<file path="src/hdl/zgnt_pkg.sv">
// ---------------------------------------------------------------------------
// zgnt_pkg
// shared types and constants of the zone grid note trigger
// ---------------------------------------------------------------------------
package zgnt_pkg;

  localparam int COORD_W    = 10;
  localparam int DIST_W     = 13;
  localparam int VEL_W      = 7;
  localparam int NOTE_W     = 7;
  localparam int CHAN_W     = 5;
  localparam int CFG_IDX_W  = 2;
  localparam int CFG_DATA_W = 10;

  localparam int IN_TDATA_W  = 40;
  localparam int OUT_TDATA_W = 24;

  localparam int QUEUE_DEPTH = 4;
  localparam int QUEUE_PTR_W = 2;

  typedef enum logic [CFG_IDX_W-1:0] {
    REG_CELL_WIDTH   = 2'd0,
    REG_CELL_HEIGHT  = 2'd1,
    REG_MIDI_CHANNEL = 2'd2
  } reg_index_t;

  localparam logic [COORD_W-1:0] CELL_WIDTH_RST   = 10'd128;
  localparam logic [COORD_W-1:0] CELL_HEIGHT_RST  = 10'd120;
  localparam logic [CHAN_W-1:0]  MIDI_CHANNEL_RST = 5'd1;

  localparam logic [DIST_W-1:0] DIST_LO   = 13'd500;
  localparam logic [DIST_W-1:0] DIST_HI   = 13'd750;
  localparam logic [VEL_W-1:0]  VEL_MIN   = 7'd30;
  localparam logic [VEL_W-1:0]  VEL_MAX   = 7'd127;
  localparam logic [NOTE_W-1:0] NOTE_BASE = 7'd64;

  // depth offset above DIST_LO fits 8 bits; quotient by reciprocal
  localparam int     DIST_OFS_W  = 8;
  localparam int     VEL_SPAN    = 97;
  localparam int     DIST_SPAN   = 250;
  localparam int     RECIP_SHIFT = 24;
  localparam int     RECIP_W     = 23;
  localparam longint RECIP_VAL   =
    (longint'(VEL_SPAN) * (longint'(1) << RECIP_SHIFT) + DIST_SPAN - 1) / DIST_SPAN;
  localparam logic [RECIP_W-1:0] RECIP = RECIP_W'(RECIP_VAL);
  localparam int     VEL_PROD_W  = DIST_OFS_W + RECIP_W;

  typedef struct packed {
    logic [NOTE_W-1:0] note_number;
    logic [VEL_W-1:0]  note_velocity;
    logic              note_on;
    logic [CHAN_W-1:0] channel_out;
    logic              last_event;
  } note_t;

endpackage

</file>
<file path="src/hdl/zone_grid_note_trigger.sv">
// flow: a request is written to the queue at its accepting edge and popped while the back is idle;
// a centroid is stored at its pop; an end of frame starts a scan that ends with the frame's last note
// an end of frame holds the back while it scans all GRID_COLUMNS*GRID_ROWS cells,
// one cell per cycle through the store read port unless the output stalls
// the front takes a request every cycle while the four-entry queue has room
// reset: synchronous, clears registers and entry flags; both stores read as zero at once
// ---------------------------------------------------------------------------
// zone_grid_note_trigger
// maps object centroids to grid cells and emits note on/off per frame
// ---------------------------------------------------------------------------
module zone_grid_note_trigger #(
  parameter int GRID_COLUMNS = 5,
  parameter int GRID_ROWS    = 4
) (
  input  logic                                   clk,
  input  logic                                   rst,
  input  logic                                   s_tvalid,
  output logic                                   s_tready,
  // x position[9:0], y position[19:10], distance_mm[32:20], zero pad
  input  logic [zgnt_pkg::IN_TDATA_W-1:0]        s_tdata,
  // action
  input  logic                                   s_tuser,
  output logic                                   m_tvalid,
  input  logic                                   m_tready,
  // note_number[6:0], note_velocity[13:7], channel_out[18:14], zero pad
  output logic [zgnt_pkg::OUT_TDATA_W-1:0]       m_tdata,
  // note_on
  output logic                                   m_tuser,
  output logic                                   m_tlast,
  input  logic                                   cfg_wen,
  input  logic [zgnt_pkg::CFG_IDX_W-1:0]         cfg_index,
  input  logic [zgnt_pkg::CFG_DATA_W-1:0]        cfg_data
);

  localparam int CELLS   = GRID_COLUMNS * GRID_ROWS;
  localparam int IDX_W   = (CELLS > 1) ? $clog2(CELLS) : 1;
  localparam int ENTRY_W = 1 + IDX_W + zgnt_pkg::VEL_W;

  logic [zgnt_pkg::COORD_W-1:0] cell_width;
  logic [zgnt_pkg::COORD_W-1:0] cell_height;
  logic [zgnt_pkg::CHAN_W-1:0]  midi_channel;

  logic                         q_push;
  logic                         q_pop;
  logic                         q_full;
  logic                         q_empty;
  logic [ENTRY_W-1:0]           q_wdata;
  logic [ENTRY_W-1:0]           q_rdata;
  zgnt_pkg::note_t              out_note;

  always_ff @(posedge clk) begin
    if (rst) begin
      cell_width   <= zgnt_pkg::CELL_WIDTH_RST;
      cell_height  <= zgnt_pkg::CELL_HEIGHT_RST;
      midi_channel <= zgnt_pkg::MIDI_CHANNEL_RST;
    end else if (cfg_wen) begin
      case (cfg_index)
        zgnt_pkg::REG_CELL_WIDTH:   cell_width   <= cfg_data;
        zgnt_pkg::REG_CELL_HEIGHT:  cell_height  <= cfg_data;
        zgnt_pkg::REG_MIDI_CHANNEL: midi_channel <= cfg_data[zgnt_pkg::CHAN_W-1:0];
        default: begin
        end
      endcase
    end
  end

  zgnt_front #(
    .GRID_COLUMNS (GRID_COLUMNS),
    .GRID_ROWS    (GRID_ROWS),
    .IDX_W        (IDX_W)
  ) u_front (
    .s_tvalid    (s_tvalid),
    .s_tready    (s_tready),
    .s_tdata     (s_tdata),
    .s_tuser     (s_tuser),
    .cell_width  (cell_width),
    .cell_height (cell_height),
    .q_full      (q_full),
    .q_push      (q_push),
    .q_data      (q_wdata)
  );

  zgnt_fifo #(
    .WIDTH (ENTRY_W)
  ) u_queue (
    .clk       (clk),
    .rst       (rst),
    .push      (q_push),
    .push_data (q_wdata),
    .full      (q_full),
    .pop       (q_pop),
    .pop_data  (q_rdata),
    .empty     (q_empty)
  );

  zgnt_back #(
    .GRID_COLUMNS (GRID_COLUMNS),
    .GRID_ROWS    (GRID_ROWS),
    .IDX_W        (IDX_W)
  ) u_back (
    .clk          (clk),
    .rst          (rst),
    .q_empty      (q_empty),
    .q_data       (q_rdata),
    .q_pop        (q_pop),
    .midi_channel (midi_channel),
    .out_valid    (m_tvalid),
    .out_ready    (m_tready),
    .out_note     (out_note)
  );

  assign m_tdata = {5'b0, out_note.channel_out, out_note.note_velocity, out_note.note_number};
  assign m_tuser = out_note.note_on;
  assign m_tlast = out_note.last_event;

endmodule

</file>
<file path="src/hdl/zgnt_fifo.sv">
// ---------------------------------------------------------------------------
// zgnt_fifo
// short request queue between the classify front and the scan back
// ---------------------------------------------------------------------------
module zgnt_fifo #(
  parameter int WIDTH = 12
) (
  input  logic             clk,
  input  logic             rst,
  input  logic             push,
  input  logic [WIDTH-1:0] push_data,
  output logic             full,
  input  logic             pop,
  output logic [WIDTH-1:0] pop_data,
  output logic             empty
);

  logic [WIDTH-1:0]                 mem [zgnt_pkg::QUEUE_DEPTH];
  logic [zgnt_pkg::QUEUE_PTR_W-1:0] wr_ptr;
  logic [zgnt_pkg::QUEUE_PTR_W-1:0] rd_ptr;
  logic [zgnt_pkg::QUEUE_PTR_W:0]   count;

  assign full     = (count == (zgnt_pkg::QUEUE_PTR_W + 1)'(zgnt_pkg::QUEUE_DEPTH));
  assign empty    = (count == '0);
  assign pop_data = mem[rd_ptr];

  always_ff @(posedge clk) begin
    if (push && !full) begin
      mem[wr_ptr] <= push_data;
    end
  end

  always_ff @(posedge clk) begin
    if (rst) begin
      wr_ptr <= '0;
      rd_ptr <= '0;
      count  <= '0;
    end else begin
      if (push && !full) begin
        wr_ptr <= wr_ptr + 1'b1;
      end
      if (pop && !empty) begin
        rd_ptr <= rd_ptr + 1'b1;
      end
      case ({push && !full, pop && !empty})
        2'b10:   count <= count + 1'b1;
        2'b01:   count <= count - 1'b1;
        default: count <= count;
      endcase
    end
  end

endmodule

</file>
<file path="src/hdl/zgnt_front.sv">
// ---------------------------------------------------------------------------
// zgnt_front
// accepts requests, finds the grid cell and the depth velocity
// ---------------------------------------------------------------------------
module zgnt_front #(
  parameter int GRID_COLUMNS = 5,
  parameter int GRID_ROWS    = 4,
  parameter int IDX_W        = 5
) (
  input  logic                                s_tvalid,
  output logic                                s_tready,
  input  logic [zgnt_pkg::IN_TDATA_W-1:0]     s_tdata,
  input  logic                                s_tuser,
  input  logic [zgnt_pkg::COORD_W-1:0]        cell_width,
  input  logic [zgnt_pkg::COORD_W-1:0]        cell_height,
  input  logic                                q_full,
  output logic                                q_push,
  output logic [IDX_W+zgnt_pkg::VEL_W:0]      q_data
);

  localparam int MAX_DIM = (GRID_COLUMNS > GRID_ROWS) ? GRID_COLUMNS : GRID_ROWS;
  localparam int K_W     = (MAX_DIM > 1) ? $clog2(MAX_DIM) : 1;
  localparam int PROD_W  = zgnt_pkg::COORD_W + K_W;

  logic [zgnt_pkg::COORD_W-1:0]    pos_x;
  logic [zgnt_pkg::COORD_W-1:0]    pos_y;
  logic [zgnt_pkg::DIST_W-1:0]     distance_mm;
  logic [IDX_W-1:0]                col;
  logic [IDX_W-1:0]                row;
  logic [IDX_W-1:0]                idx;
  logic [zgnt_pkg::DIST_OFS_W-1:0] dist_ofs;
  logic [zgnt_pkg::VEL_PROD_W-1:0] vel_prod;
  logic [zgnt_pkg::VEL_W-1:0]      vel;

  assign pos_x       = s_tdata[9:0];
  assign pos_y       = s_tdata[19:10];
  assign distance_mm = s_tdata[32:20];

  // quotient saturating at the top cell: count the multiples not above the position
  always_comb begin
    col = '0;
    for (int k = 1; k < GRID_COLUMNS; k++) begin
      if (PROD_W'(pos_x) >= PROD_W'(k) * PROD_W'(cell_width)) begin
        col = col + 1'b1;
      end
    end
    row = '0;
    for (int k = 1; k < GRID_ROWS; k++) begin
      if (PROD_W'(pos_y) >= PROD_W'(k) * PROD_W'(cell_height)) begin
        row = row + 1'b1;
      end
    end
  end

  assign idx = IDX_W'(row * IDX_W'(GRID_COLUMNS)) + col;

  assign dist_ofs = zgnt_pkg::DIST_OFS_W'(distance_mm - zgnt_pkg::DIST_LO);
  assign vel_prod = zgnt_pkg::VEL_PROD_W'(dist_ofs) * zgnt_pkg::VEL_PROD_W'(zgnt_pkg::RECIP);

  always_comb begin
    if (distance_mm <= zgnt_pkg::DIST_LO) begin
      vel = zgnt_pkg::VEL_MAX - zgnt_pkg::VEL_MIN;
    end else if (distance_mm >= zgnt_pkg::DIST_HI) begin
      vel = '0;
    end else begin
      vel = zgnt_pkg::VEL_MAX - zgnt_pkg::VEL_MIN
          - vel_prod[zgnt_pkg::VEL_PROD_W-1 -: zgnt_pkg::VEL_W];
    end
  end

  assign s_tready = !q_full;
  assign q_push   = s_tvalid && !q_full;
  assign q_data   = {s_tuser, idx, vel};

endmodule

</file>
<file path="src/hdl/zgnt_back.sv">
// ---------------------------------------------------------------------------
// zgnt_back
// writes cell velocities and scans the grid at end of frame
// ---------------------------------------------------------------------------
module zgnt_back #(
  parameter int GRID_COLUMNS = 5,
  parameter int GRID_ROWS    = 4,
  parameter int IDX_W        = 5
) (
  input  logic                              clk,
  input  logic                              rst,
  input  logic                              q_empty,
  input  logic [IDX_W+zgnt_pkg::VEL_W:0]    q_data,
  output logic                              q_pop,
  input  logic [zgnt_pkg::CHAN_W-1:0]       midi_channel,
  output logic                              out_valid,
  input  logic                              out_ready,
  output zgnt_pkg::note_t                   out_note
);

  localparam int               CELLS = GRID_COLUMNS * GRID_ROWS;
  localparam logic [IDX_W-1:0] LAST  = IDX_W'(CELLS - 1);

  typedef enum logic [1:0] {
    ST_IDLE,
    ST_SCAN,
    ST_FLUSH
  } state_t;

  state_t                     state;
  logic [zgnt_pkg::VEL_W-1:0] cur_mem  [CELLS];
  logic [zgnt_pkg::VEL_W-1:0] prev_mem [CELLS];
  logic [CELLS-1:0]           cur_vld;
  logic [CELLS-1:0]           prev_vld;

  logic [IDX_W-1:0]           rd_idx;
  logic                       rd_on;
  logic                       s1_vld;
  logic [IDX_W-1:0]           s1_idx;
  logic [zgnt_pkg::VEL_W-1:0] cur_q;
  logic [zgnt_pkg::VEL_W-1:0] prev_q;
  logic                       cur_qv;
  logic                       prev_qv;
  logic                       pend_vld;
  zgnt_pkg::note_t            pend;

  logic                       q_eof;
  logic [IDX_W-1:0]           q_idx;
  logic [zgnt_pkg::VEL_W-1:0] q_vel;
  logic [zgnt_pkg::VEL_W-1:0] cur_eff;
  logic [zgnt_pkg::VEL_W-1:0] prev_eff;
  logic                       change;
  logic                       out_free;
  logic                       stall;
  logic                       issue;
  logic                       retire;
  logic                       flush_out;
  logic                       out_load;
  zgnt_pkg::note_t            new_note;
  zgnt_pkg::note_t            out_next;

  assign {q_eof, q_idx, q_vel} = q_data;

  assign cur_eff   = cur_qv ? cur_q : '0;
  assign prev_eff  = prev_qv ? prev_q : '0;
  assign change    = s1_vld && ((cur_eff == '0) != (prev_eff == '0));
  assign out_free  = !out_valid || out_ready;
  assign stall     = change && pend_vld && !out_free;
  assign issue     = (state == ST_SCAN) && rd_on && !stall;
  assign retire    = (state == ST_SCAN) && s1_vld && !stall;
  assign q_pop     = (state == ST_IDLE) && !q_empty;
  assign flush_out = (state == ST_FLUSH) && pend_vld && out_free;
  assign out_load  = (retire && change && pend_vld) || flush_out;

  always_comb begin
    new_note.note_number   = zgnt_pkg::NOTE_BASE - zgnt_pkg::NOTE_W'(s1_idx);
    new_note.note_velocity = cur_eff;
    new_note.note_on       = (cur_eff != '0);
    new_note.channel_out   = midi_channel;
    new_note.last_event    = 1'b0;
  end

  // held note goes out, marked last when the scan is over
  always_comb begin
    out_next            = pend;
    out_next.last_event = flush_out;
  end

  // grid stores, registered read at the scan index
  always_ff @(posedge clk) begin
    if (q_pop && !q_eof) begin
      cur_mem[q_idx] <= q_vel;
    end
    if (retire) begin
      prev_mem[s1_idx] <= cur_eff;
    end
    if (issue) begin
      cur_q   <= cur_mem[rd_idx];
      prev_q  <= prev_mem[rd_idx];
      cur_qv  <= cur_vld[rd_idx];
      prev_qv <= prev_vld[rd_idx];
    end
  end

  always_ff @(posedge clk) begin
    if (rst) begin
      state     <= ST_IDLE;
      cur_vld   <= '0;
      prev_vld  <= '0;
      rd_on     <= 1'b0;
      s1_vld    <= 1'b0;
      pend_vld  <= 1'b0;
      out_valid <= 1'b0;
    end else begin
      if (out_load) begin
        out_valid <= 1'b1;
        out_note  <= out_next;
      end else if (out_ready) begin
        out_valid <= 1'b0;
      end
      case (state)
        ST_IDLE: begin
          if (!q_empty) begin
            if (q_eof) begin
              state    <= ST_SCAN;
              rd_idx   <= '0;
              rd_on    <= 1'b1;
              pend_vld <= 1'b0;
            end else begin
              cur_vld[q_idx] <= 1'b1;
            end
          end
        end
        ST_SCAN: begin
          if (issue) begin
            cur_vld[rd_idx] <= 1'b0;
            s1_vld          <= 1'b1;
            s1_idx          <= rd_idx;
            if (rd_idx == LAST) begin
              rd_on <= 1'b0;
            end else begin
              rd_idx <= rd_idx + 1'b1;
            end
          end else if (!stall) begin
            s1_vld <= 1'b0;
          end
          if (retire) begin
            prev_vld[s1_idx] <= 1'b1;
            if (change) begin
              pend     <= new_note;
              pend_vld <= 1'b1;
            end
            if (s1_idx == LAST) begin
              state <= ST_FLUSH;
            end
          end
        end
        ST_FLUSH: begin
          if (!pend_vld) begin
            state <= ST_IDLE;
          end else if (out_free) begin
            pend_vld <= 1'b0;
            state    <= ST_IDLE;
          end
        end
        default: begin
          state <= ST_IDLE;
        end
      endcase
    end
  end

endmodule

</file>
<file path="config.mk">
export PLATFORM = sky130hd
export DESIGN_NAME = zone_grid_note_trigger
export DESIGN_NICKNAME = d
export VERILOG_FILES = /design/src/hdl/zgnt_pkg.sv /design/src/hdl/zone_grid_note_trigger.sv /design/src/hdl/zgnt_fifo.sv /design/src/hdl/zgnt_front.sv /design/src/hdl/zgnt_back.sv
export SDC_FILE = /design/constraint.sdc
export NUM_CORES = 1
export LEC_CHECK = 0
export BUFFER_PORTS_ARGS = -buffer_cell sky130_fd_sc_hd__buf_4
export CORE_MARGIN = 1
export CORE_UTILIZATION = 67
export DETAILED_ROUTE_END_ITERATION = 10
export HOLD_SLACK_MARGIN = 0.06
export PLACE_DENSITY = 0.9
export SETUP_SLACK_MARGIN = 0.3
export SLEW_MARGIN = 15
export SYNTH_ARGS = -nofsm -noshare
export SYNTH_HDL_FRONTEND = slang
export SYNTH_HIERARCHICAL = 1
export SYNTH_SLANG_ARGS = --single-unit
</file>
<file path="constraint.sdc">
create_clock -name clk -period 13.7 [get_ports clk]
set_input_delay 0.685 -clock clk [delete_from_list [all_inputs] [get_ports clk]]
set_output_delay 0.685 -clock clk [all_outputs]
set_load 0.02 [all_outputs]
</file>
Word level (Yosys, flattened, before mapping) --
Memory sizes are Yosys's and may differ from the RTL's. A register that Yosys moved wholly into a read port is not among the register bits. Cells that the tools add are included.
Storage, ports and cells: input port bits 58, bits in writable memories 332, flip-flop bits (word level) 131, memories 3
Memories:
- u_back.cur_mem | words 20, bits a word 7, rd ports 1, clocked after memory_dff 1, wr ports 1, RTL line zgnt_back.sv:31 | logic [zgnt_pkg::VEL_W-1:0] cur_mem [CELLS];
- u_back.prev_mem | words 20, bits a word 7, rd ports 1, clocked after memory_dff 1, wr ports 1, RTL line zgnt_back.sv:32 | logic [zgnt_pkg::VEL_W-1:0] prev_mem [CELLS];
- u_queue.mem | words 4, bits a word 13, rd ports 1, clocked after memory_dff 1, wr ports 1, RTL line zgnt_fifo.sv:18 | logic [WIDTH-1:0] mem [zgnt_pkg::QUEUE_DEPTH];
Operators by class: add/sub/neg operators 14, reductions and logical operators 50, eq/ne operators 21, $mul 4, bitwise gates (word level) 5, magnitude comparators 15, mux-type cells 62
Operators by type and width (number):
- $mux 20 | 3
- $mux 5 | 9
- $or 20x20->20 | 2
- $pmux 20 s2 | 1
- $ge 10x12->1 | 3
- $mul 8x20->28 const B | 1
- $mux 7 | 4
- $mux 1 | 27
- $mul 2x10->12 const A | 2
- $ge 10x11->1 | 2
- $add 5x1->5 const B | 4
- $and 20x20->20 | 1
- $ge 10x10->1 | 2
- $not 20->20 | 1
- $logic_and 1x1->1 | 19
- $lt 5x6->1 const B | 3
- $mux 2 | 8
- $demux 1 s5 | 3
- $ge 5x1->1 const B | 3
- $reduce_and 5->1 | 3
- $logic_not 7->1 | 2
- $ne 2x2->1 const B | 7
- $ge 13x10->1 const B | 1
- $le 13x9->1 const B | 1
- other kinds (34) | 59

Logic depth before layout (Yosys ltp) --
depth in word-level cells 12, depth in mapped cells 27, gate-level depth less buffers 27

Modules after synthesis --
The synthesis kept the hierarchy.
Modules (own cells, without submodules):
- zgnt_back | instances 1, area an instance 15678.8 um2, cells an instance 876, seq. area each 11340.9 um2
- zgnt_front | instances 1, area an instance 5227.5 um2, cells an instance 619, seq. area each 0.0 um2
- zgnt_fifo | instances 1, area an instance 2354.8 um2, cells an instance 121, seq. area each 1741.7 um2
- zone_grid_note_trigger | instances 1, area an instance 1102.3 um2, cells an instance 111, seq. area each 500.5 um2

Worst setup path before layout --
OpenSTA, ideal clock, no wires.
kind input to register, start input port s_tdata[22] in the netlist's numbering, end memory u_queue/mem[0][5] in the netlist's numbering (data pin), setup time 300 ps, buffers on the path 1, setup slack 7175 ps, stages 25, arrival 6225 ps, cell sequence clkbuf_1 -> inv_1 -> ha_1 -> inv_1 -> and3_1 -> xor2_1 -> fa_1 -> xor2_1 -> ha_1 -> fa_1 -> inv_1 -> fa_1 -> inv_1 -> ha_1 -> a21oi_1 -> nor2_1 -> a211oi_1 -> o31ai_1 -> o21a_1 -> o21a_1 -> or2_2 -> ha_1 -> nand3_1 -> xor2_1 -> o21ai_0
Between the ends: longest elaborated chain between the ends 5
Ends and longest elaborated chain:
- start, declared | RTL line zone_grid_note_trigger.sv:20 | input logic [zgnt_pkg::IN_TDATA_W-1:0] s_tdata,
- $sub 8x8->8 | RTL line zgnt_front.sv:57 | assign dist_ofs = zgnt_pkg::DIST_OFS_W'(distance_mm - zgnt_pkg::DIST_LO);
- $mul 8x20->28 | RTL line zgnt_front.sv:58 | assign vel_prod = zgnt_pkg::VEL_PROD_W'(dist_ofs) * zgnt_pkg::VEL_PROD_W'(zgnt_pkg::RECIP);
- $sub 7x7->7 | RTL line zgnt_front.sv:67 | - vel_prod[zgnt_pkg::VEL_PROD_W-1 -: zgnt_pkg::VEL_W];
- $mux 7 | RTL line zgnt_front.sv:63 | end else if (distance_mm >= zgnt_pkg::DIST_HI) begin
- $mux 7 * | RTL line zgnt_front.sv:61 | if (distance_mm <= zgnt_pkg::DIST_LO) begin
- via q_wdata[5] | RTL line zone_grid_note_trigger.sv:47 | logic [ENTRY_W-1:0] q_wdata;
- end, declared | RTL line zgnt_fifo.sv:18
The timed path passes the listed nets; every way through them passes the cells marked *.

Worst setup path in the final report --
start input port s_tdata[22] in the netlist's numbering, end memory u_queue/mem[2][5] in the netlist's numbering (data pin)
Same word-level chain as after synthesis.

==> results.txt <==
The run finished with clean final reports. The origin of the worst min-delay path was s_tuser. The met2 routed wirelength came out at 28,050 microns. The count of placed standard cells in the final layout, fillers left out came out at 2,298.

Element type at the critical path end: a register. In this run, placement finished with an instance count of 2,211. Leaving out fill and tap cells, the most frequent cell in the layout is edfxtp_1. The number of enable flip-flop cells after synthesis was 399; the post-detailed-route via-to-cell ratio was 6.613. For this configuration, the core starts out at a cell density of 68.33%.

The most critical setup path has its startpoint at s_tdata[22]. The critical path goes through buf_4, inv_1, ha_1, inv_1, and3_1, xor2_1, fa_1, xor2_1, ha_1, fa_1, inv_1, fa_1, inv_1, ha_1, a21oi_1, nor2_1, a211oi_1, o31ai_1, or2_2, xnor2_1, ha_1, nand3_1, xor2_1, o21ai_0. Start of the worst register-to-register path: cell_height[1]$_SDFFE_PP0P_. In this run, distinct cell masters in the synthesized netlist total 76. Yosys printed 6 warnings.

The first-pass iteration count of the detailed router was 8; the number of antenna violations at the first check in global routing was 0. The sequential-to-total area share from yosys stat was 55.75%; the multiplexer share of the synthesized area was 11.29%. The tools report the insertion delay to the later sink of the worst-skew pair as 0.58 ns. On the final layout, the worst hold slack is 0.3334 ns. The filler cells instantiated in the layout total 1,966. For the pin with the worst max-slew slack, the measured transition is 1.134 ns.

In the finished design, the share of the clock period the worst path needs comes to 53.47%. The uppermost signal routing layer after detailed routing was met4. The library cells used most frequently in the layout, excluding fill and tap cells, are 399 x edfxtp_1, 187 x ha_1, 148 x inv_1. The completed layout was analyzed and its total power is 4.404 mW. The number of input and output port buffers inserted came out at 73. The worst setup path is launched from an input port.

The slowest stage of the critical path belongs to the cell fa_1. The logs give 1,762 for the number of design-rule violations left by the first detailed-router iteration and 0 for the final-report setup violation count. The run gives 0 as the max-slew violation total from the final report. Summing the areas of all and, or, nand and nor instances in the mapped netlist gives 7.406% of the synthesized area. Area growth from synthesis to layout: 9.881%. Setup repair after global routing left no endpoint under its margin. Detailed placement finished with a half-perimeter wire length of 34,580 microns.

The first-pass GRT wire length came out at 84,520 microns. Counting the buffers created by CTS gives 47. The proportion of layout cells with a drive suffix above 1 works out to 15.24%.

The overflow left after global routing is 0. For this run, asynchronously set or reset flops after synthesis account for 0%. The met3 wirelength from detailed routing was 4588 microns. The peak per-stage delay on the critical path works out to 0.62 ns. The core region is 0.03566 sq mm. VDD sags by at most 0.1412 mV. Maximum clock frequency: 136.5 MHz. After routing, the total negative slack on setup checks comes to 0 ns. Summing all placed instances gives a cell area of 0.02529 sq mm.

In this run the worst path has a maximum fanout of 8. In the final routing, the length of wire on met1 measures 19,620 microns. Summing the areas of all fa, ha and maj instances in the mapped netlist gives 12.97% of the synthesized area. The via count was 15,197. In the final design database the tool counted 2,085 nets.

The worst setup slack before clock tree synthesis was 5.995 ns; the number of buffers and inverters on the critical path was 5. The cell area power density works out to 164.5 mW/mm^2. The congestion estimate from routability-driven global placement came to 0.8886. In this run, post-CTS repair resized a total of 0 instances. The clock arrives with 0.03066 ns of skew. In this run the deepest clock path goes through 3 buffers. In this run the mean area of a mapped cell was 14.11 sq um.

Summing all non-filler instances in the final layout gives an area of 0.02677 sq mm. The total DRC errors in the routed layout came out at 0. The total of flip-flops plus latches after synthesis was 479; the slack of the critical path was 6.375 ns. The gate count after technology mapping was 1,727. The most used flip-flop cell after synthesis is edfxtp_1.

The initialized floorplan defines 69 standard-cell rows. For the number of top-level pins, the log shows 86. After detailed routing, the average wire length per cell comes to 23.75 microns.

Final core utilization: 75.08%. The H-tree generated during clock tree synthesis spans 2 levels. From left edge to right edge, the die measures 192.7 microns.

The pin count of the biggest net entering global routing was 79; the area share of xor/xnor cells in the synthesized design was 1.649%. The die is 192.7 microns tall. The cell leakage power is 10.02 nW.

The cell family contributing the most delay on the critical path is adder cells. Data arrival time of the critical path: 7.66 ns. CTS placed an instance of clkbuf_16 at the clock tree root. For this block, the routed nets add up to 54,570 microns of wire. The number of maximum-capacitance violations is 0, and the area of the die is 0.03713 sq mm.

The worst pin sits at a relative slew slack of 23.81%. The tree built by TritonCTS fans out to 479 sinks. After synthesis, the largest family of logic cells by area is adder cells. The worst path in the final design needs a cycle of 7.325 ns, including I/O delays and setup.

The via count of the first global-routing pass came out at 15,671. Once the clock tree was built, the setup fixing pass inserted 0 buffers. Clock slew at the register clock pins of the worst setup and hold paths: 0.06 ns. The compound-cell area share of the yosys netlist was 7.344%.

TritonCTS built the clock tree. The critical path in this run is classified as in -> reg. The total count of hold-check failures in the final report is 0, and the antenna diode instance count is 0.

In this run the remaining antenna-violating nets after routing total 0. The mapped netlist covers 0.02436 sq mm. At the worst endpoint, the required time is 14.03 ns. The tools report the count of hold buffers inserted by post-cts repair as 0.

The classification of the worst-slack hold path is in -> reg. Across every metal layer, demand over resource in global routing totals 30.21%.
## flip-flops by register name (all words and copies together), names as in the netlist, 20 cells and up, named ones only
register         count
u_back/cur_mem     140
u_back/prev_mem    140
u_queue/mem         52
u_back/out_note     21
u_back/cur_vld      20
u_back/out_next     20
u_back/prev_vld     20
## synthesized netlist by cell type, types with 34 or more instances
master    number  share of area, %
a21oi_1       55               1.1
clkbuf_1      39              0.60
dfxtp_1       80               6.6
edfxtp_1     399                49
fa_1          41               3.4
ha_1         187               9.6
inv_1        148               2.3
mux2i_1       46               1.9
mux4_2        93               8.6
nand2_1       64              0.99
nand2b_1      44               1.1
nor2_1       110               1.7
o21ai_0       34              0.70
## worst paths after layout
path                                         to  slack [ns]  depth (start not counted)
setup / recovery    u_queue/mem[2][5]$_DFFE_PP_        6.37                         24
hold / removal     u_queue/mem[3][12]$_DFFE_PP_        0.33                          1
setup reg to reg   u_queue/mem[2][11]$_DFFE_PP_        7.48                         27
hold reg to reg   u_back/out_note[19]$_DFFE_PP_        0.42                          0
## where the power goes
part	total [mW]	switching [mW]	internal, mW
Sequential	1.77	0.0365	1.73
Clock	1.24	0.539	0.701
Combinational	1.40	0.843	0.555
Total	4.40	1.42	2.99
## cell type report
type | instances | area [sq um] | share of cell area [%]
clock buffers | 63 | 1246 | 4.655
repair buffers | 84 | 630.6 | 2.356
clock inverters | 24 | 227.7 | 0.8506
flip-flops and latches | 479 | 13580 | 50.74
inverters | 149 | 559.3 | 2.089
multi-input cells | 1038 | 9947 | 37.16
well taps | 461 | 576.8 | 2.155
## worst reg2reg max path: stages (launching register included)
cell and delay (ns):
dfxtp_1 0.37, ha_1 0.24, fa_1 0.41, a21o_1 0.17
a21oi_1 0.25, o21bai_1 0.10, a21oi_1 0.25, nor2b_1 0.08
o21a_1 0.21, nor2_1 0.22, xnor2_1 0.13, ha_1 0.28
o21ai_0 0.08, a21oi_1 0.15, nand3_1 0.11, a21oi_1 0.21
and4_1 0.34, inv_1 0.09, fa_1 0.44, inv_1 0.14
ha_1 0.18, inv_1 0.06, fa_1 0.50, inv_1 0.04
ha_1 0.32, a21oi_1 0.20, xnor2_1 0.11, xnor2_1 0.31
## kinds of logic after synthesis
logic type,after synthesis
buffers and inverters,214
AO/OA/AOI/OAI,250
other,2
flip-flops,479
adder cells (fa/ha/maj),228
multiplexers,155
XOR/XNOR,45
AND/OR/NAND/NOR,354
## layer usage
layer / vias to the layer above / GRT usage (%)
met4: 0 / 12.05
li1: 6606 / -
met5: - / 0
met2: 958 / 53.21
met3: 204 / 4.946
met1: 7429 / 37.11
Note: power is estimated with default switching activity, not from simulation.
